--- src/design/imh_pkg.sv ---
package imh_pkg;

   localparam int CAPACITY_DEF = 256;
   localparam int KEY_BITS_DEF = 31;
   localparam int NVERT = 256;

   typedef enum logic [1:0] {
      CMD_LOAD    = 2'd0,
      CMD_DEC     = 2'd1,
      CMD_EXTRACT = 2'd2,
      CMD_QUERY   = 2'd3
   } cmd_type;

   typedef enum logic [1:0] {
      ST_OK     = 2'd0,
      ST_EMPTY  = 2'd1,
      ST_FULL   = 2'd2,
      ST_REJECT = 2'd3
   } status_type;

   typedef struct packed {
      logic [1:0]  command;
      logic [7:0]  vertex;
      logic [30:0] key_in;
   } req_type;

   typedef struct packed {
      logic [1:0]  status;
      logic [7:0]  vertex_out;
      logic [30:0] key_out;
      logic        in_heap;
      logic [8:0]  heap_count;
      logic        empty_res;
   } rsp_type;

   typedef enum logic [3:0] {
      S_CLEAR,
      S_IDLE,
      S_POS,
      S_CHECK,
      S_ROOT,
      S_ROOT2,
      S_UP_RD,
      S_UP_CMP,
      S_DN_RD,
      S_DN_L,
      S_DN_CMP,
      S_DONE
   } state_type;

endpackage

--- src/design/imh_pos_mem.sv ---
module imh_pos_mem #(
   parameter int PW = 9
) (
   input  logic          clock,
   input  logic          wr_en,
   input  logic [7:0]    wr_addr,
   input  logic [PW-1:0] wr_data,
   input  logic [7:0]    rd_addr,
   output logic [PW-1:0] rd_data
);
   import imh_pkg::*;

   logic [PW-1:0] mem [NVERT];

   always_ff @(posedge clock) begin
      if (wr_en) begin
         mem[wr_addr] <= wr_data;
      end
      rd_data <= mem[rd_addr];
   end

endmodule

--- config.mk ---
export PLATFORM = sky130hd
export DESIGN_NAME = imh_pos_mem
export DESIGN_NICKNAME = d
export VERILOG_FILES = /design/src/design/imh_pkg.sv /design/src/design/imh_pos_mem.sv
export SDC_FILE = /design/constraint.sdc
export NUM_CORES = 2
export LEC_CHECK = 0
export ABC_AREA = 0
export BUFFER_PORTS_ARGS = -buffer_cell sky130_fd_sc_hd__buf_2
export CORE_ASPECT_RATIO = 0.9
export CORE_MARGIN = 2
export CORE_UTILIZATION = 35
export CTS_CLUSTER_DIAMETER = 100
export CTS_CLUSTER_SIZE = 25
export DETAILED_ROUTE_END_ITERATION = 12
export GPL_TIMING_DRIVEN = 0
export PLACE_DENSITY = 0.48
export SLEW_MARGIN = 20
export SYNTH_ARGS = -nofsm -noshare
export SYNTH_HDL_FRONTEND = slang
export SYNTH_SLANG_ARGS = --single-unit
--- constraint.sdc ---
create_clock -name clock -period 2.5 [get_ports clock]
set_input_delay 0.25 -clock clock [delete_from_list [all_inputs] [get_ports clock]]
set_output_delay 0.25 -clock clock [all_outputs]
set_load 0.01 [all_outputs]
==> impl_results.md <==
* Outcome: finished with violations
* Violated checks: setup timing
* Core area at 253000 µm²
* H-tree levels at 3
* Number of global-route vias before repair at 44700
* Clock Pin Slew Worst Setup and Hold Paths at 0.10 ns
* Row Count at 175
* Post-synthesis sequential area ratio at 77.7%
* Via count at 46800
* Power, Total at 68.6 mW
* Final core utilization at 39.6%
* Skew-Pair Late Insertion Delay at 0.81 ns
* Endpoints failing setup at 251
* Leading area contributor after synthesis: edfxtp_1
* Initial Utilization at 35.3%
* Total track usage at 24.4%
* IO buf count at 27
* DRT Wirelength at 321000 µm
* CP endpoint kind: register
* Worst slew margin at 4.37%
* Crit path kind: register to register
* Total of fill cells in the finished design at 22700
* Fin area at 100000 µm²
* CTS tree: done
* VDD IR max at 0.604 mV
* Most frequent cell after synthesis: edfxtp_1
* Min Hold Slack at 0.353 ns
* # IOs at 36
* Final Instance Count excl. Fillers at 7845
* Maximum number of pins on one net before global-route repair at 125
* Pre-CTS setup slack at -2.88 ns
* Deepest clock path buffer count at 3
* Area delta synth->final at 12.2%
* Die width at 536 µm
* Worst Skew at 0.0490 ns
* Req. time, crit path at 3.18 ns
* Global placer's final weighted congestion at 0.925
* Final Hold Viols at 0
* Ys async rst share at 0%
* Share of layout cells above drive strength 1 at 28.1%
* Die area at 259000 µm²
* Drt wl/cell at 40.9 µm
* Antenna Nets Post-Route at 0
* P_leak at 29.8 nW
* Synthesized net count at 4264
* Fin crit period at 2.74 ns
* Fin worst setup slack at -0.237 ns
* Number of flops mapped to enable cells by yosys at 2304
* Dpl cells at 7676
* Period utilization at 109%
* PD cells at 685 nW/µm²
* Avg Vias per Cell at 5.97
* Compound-Gate Fraction of Synth Area at 3.75%
* Adder-cell area share of the yosys netlist at 0%
* Yosys warning count at 0
* Critical path arrival at 3.41 ns
* Residual DRC at 0
* Max Freq at 365 MHz
* Root buffer cell: clkbuf_16
* DP Wirelength at 221000 µm
* Max-cap violations at 0
* 1st-iter DRT viols at 7857
* FF+latch count, synth at 2313
* Avg Synthesized Cell Area at 21.1 µm²
* Initial antenna violation count at 34
* Area of the multi-input gates at 20200 µm²
* Pre-antenna DRT Iters at 5
* Synth Area in Simple Gates at 2.50%
* Slew Limit Fails at 0
* Post-synthesis mux area share at 14.3%
* XOR/XNOR Fraction of Synth Area at 0%
* Min-Delay Path Class: input pin to register
* NumNets Final at 4463
* CP max FO at 1
* Dominant synthesized flop cell: edfxtp_1
* Post-synthesis cell count at 4237
* First-pass GRT wire length at 421000 µm
* Post-DP Area at 95200 µm²
* Reg area at 69400 µm²
* Final setup TNS at -17.33 ns
* CP Launch Type: register
* Unique masters post-synth at 57
* Share of the synthesized area in the top cell type at 77.5%
* Synth cell count leaders: edfxtp_1 (2304), mux4_2 (467), nor2_1 (305)
* RSZ-0062 raised after global routing: yes
* Worst-Margin Slew at 1.43 ns
* Cts bufs inserted at 104
* Mapped cell area at 89300 µm²
* Synth top area cells: edfxtp_1 (77%), mux4_2 (12%), mux2i_1 (2.0%)
* Chip height at 483 µm
* Main combinational cell family by area after synthesis: multiplexers
* Clock Sinks at 2313
* Gr ovfl total at 0
-- cell type report --
class | count | share of cell area, %
Inverter | 2 | 0.00874
Antenna cell | 9 | 0.0225
Multi-Input combinational cell | 1663 | 20.2
Clock inverter | 15 | 0.258
Tap cell | 3363 | 4.20
Timing Repair Buffer | 96 | 1.53
Clock buffer | 128 | 2.69
Sequential cell | 2313 | 69.2
Buffer | 256 | 1.92
-- metal layers --
layer / track usage [%] / part of all wire, %
met5: 0 / 0.013
met4: 7.31 / 3.5
met3: 5.86 / 10
met2: 35.7 / 44
met1: 36.0 / 42
-- report_power, final --
part	leakage [nW]	switching, mW	internal (mW)	total [mW]
sequential	20.8	0.0234	42.7	42.7
combinational	7.57	3.90	1.59	5.49
clock	1.42	12.5	7.97	20.4
total	29.8	16.4	52.2	68.6
-- sequential cells by signal, indices dropped and copies added (netlist names) --
signal   flops
mem       2304
rd_data      9
-- final timing paths --
check | slack (ns) | to | startpoint | depth (start not counted)
setup / recovery | -0.24 | rd_data[5] | mem[115][5] | 6
hold / removal | 0.35 | mem[173][5] | wr_addr[2] | 3
setup reg to reg | -0.24 | rd_data[5] | mem[115][5] | 6
hold reg to reg | 1.20 | rd_data[5] | mem[210][5] | 6
-- logic make-up (layout without fill, tap and decap cells) --
group                  Yosys count  in the layout
flip-flops                    2313           2313
multiplexers                   674            674
AND/OR/NAND/NOR                500            500
AO/OA/AOI/OAI                  489            489
buffers and inverters          261            497
other                            0              9
-- layout by cell type (no fill, tap or decap), types with 16 or more instances in the layout --
| master | n |
|---|---|
| buf_2 | 41 |
| o22ai_1 | 64 |
| clkbuf_2 | 61 |
| a22oi_1 | 168 |
| nor2_1 | 102 |
| nand3_1 | 28 |
| edfxtp_1 | 2304 |
| clkbuf_16 | 104 |
| a21oi_2 | 29 |
| clkbuf_1 | 62 |
| mux2i_1 | 176 |
| buf_4 | 64 |
| buf_6 | 41 |
| o221ai_1 | 23 |
| mux4_2 | 467 |
| o21ai_0 | 27 |
| buf_8 | 31 |
| nand2_1 | 37 |
| buf_16 | 32 |
| a21oi_1 | 61 |
| mux2_2 | 21 |
| nor2b_1 | 28 |
| clkbuf_4 | 16 |
| nor4_4 | 18 |
| nor2_4 | 53 |
| nor2_2 | 150 |
-- critical path, cell delays in order (launching register included) --
cell and delay (ns):
edfxtp_1 0.38, mux4_2 0.50, a22o_1 0.28, a221oi_4 0.28, o32a_1 0.38, nor3b_4 0.60
nor4_4 0.13
-- what timing repair did --
item / CTS / global route
buffers inserted: 8 / 3
setup endpoints to repair: 1016 / 736
hold endpoints to repair: 472 / 0
gates resized for setup: 349 / 157
hold buffers: 9 / 0
pin swaps: 19 / 13
Power figures use the tool's default switching activity.
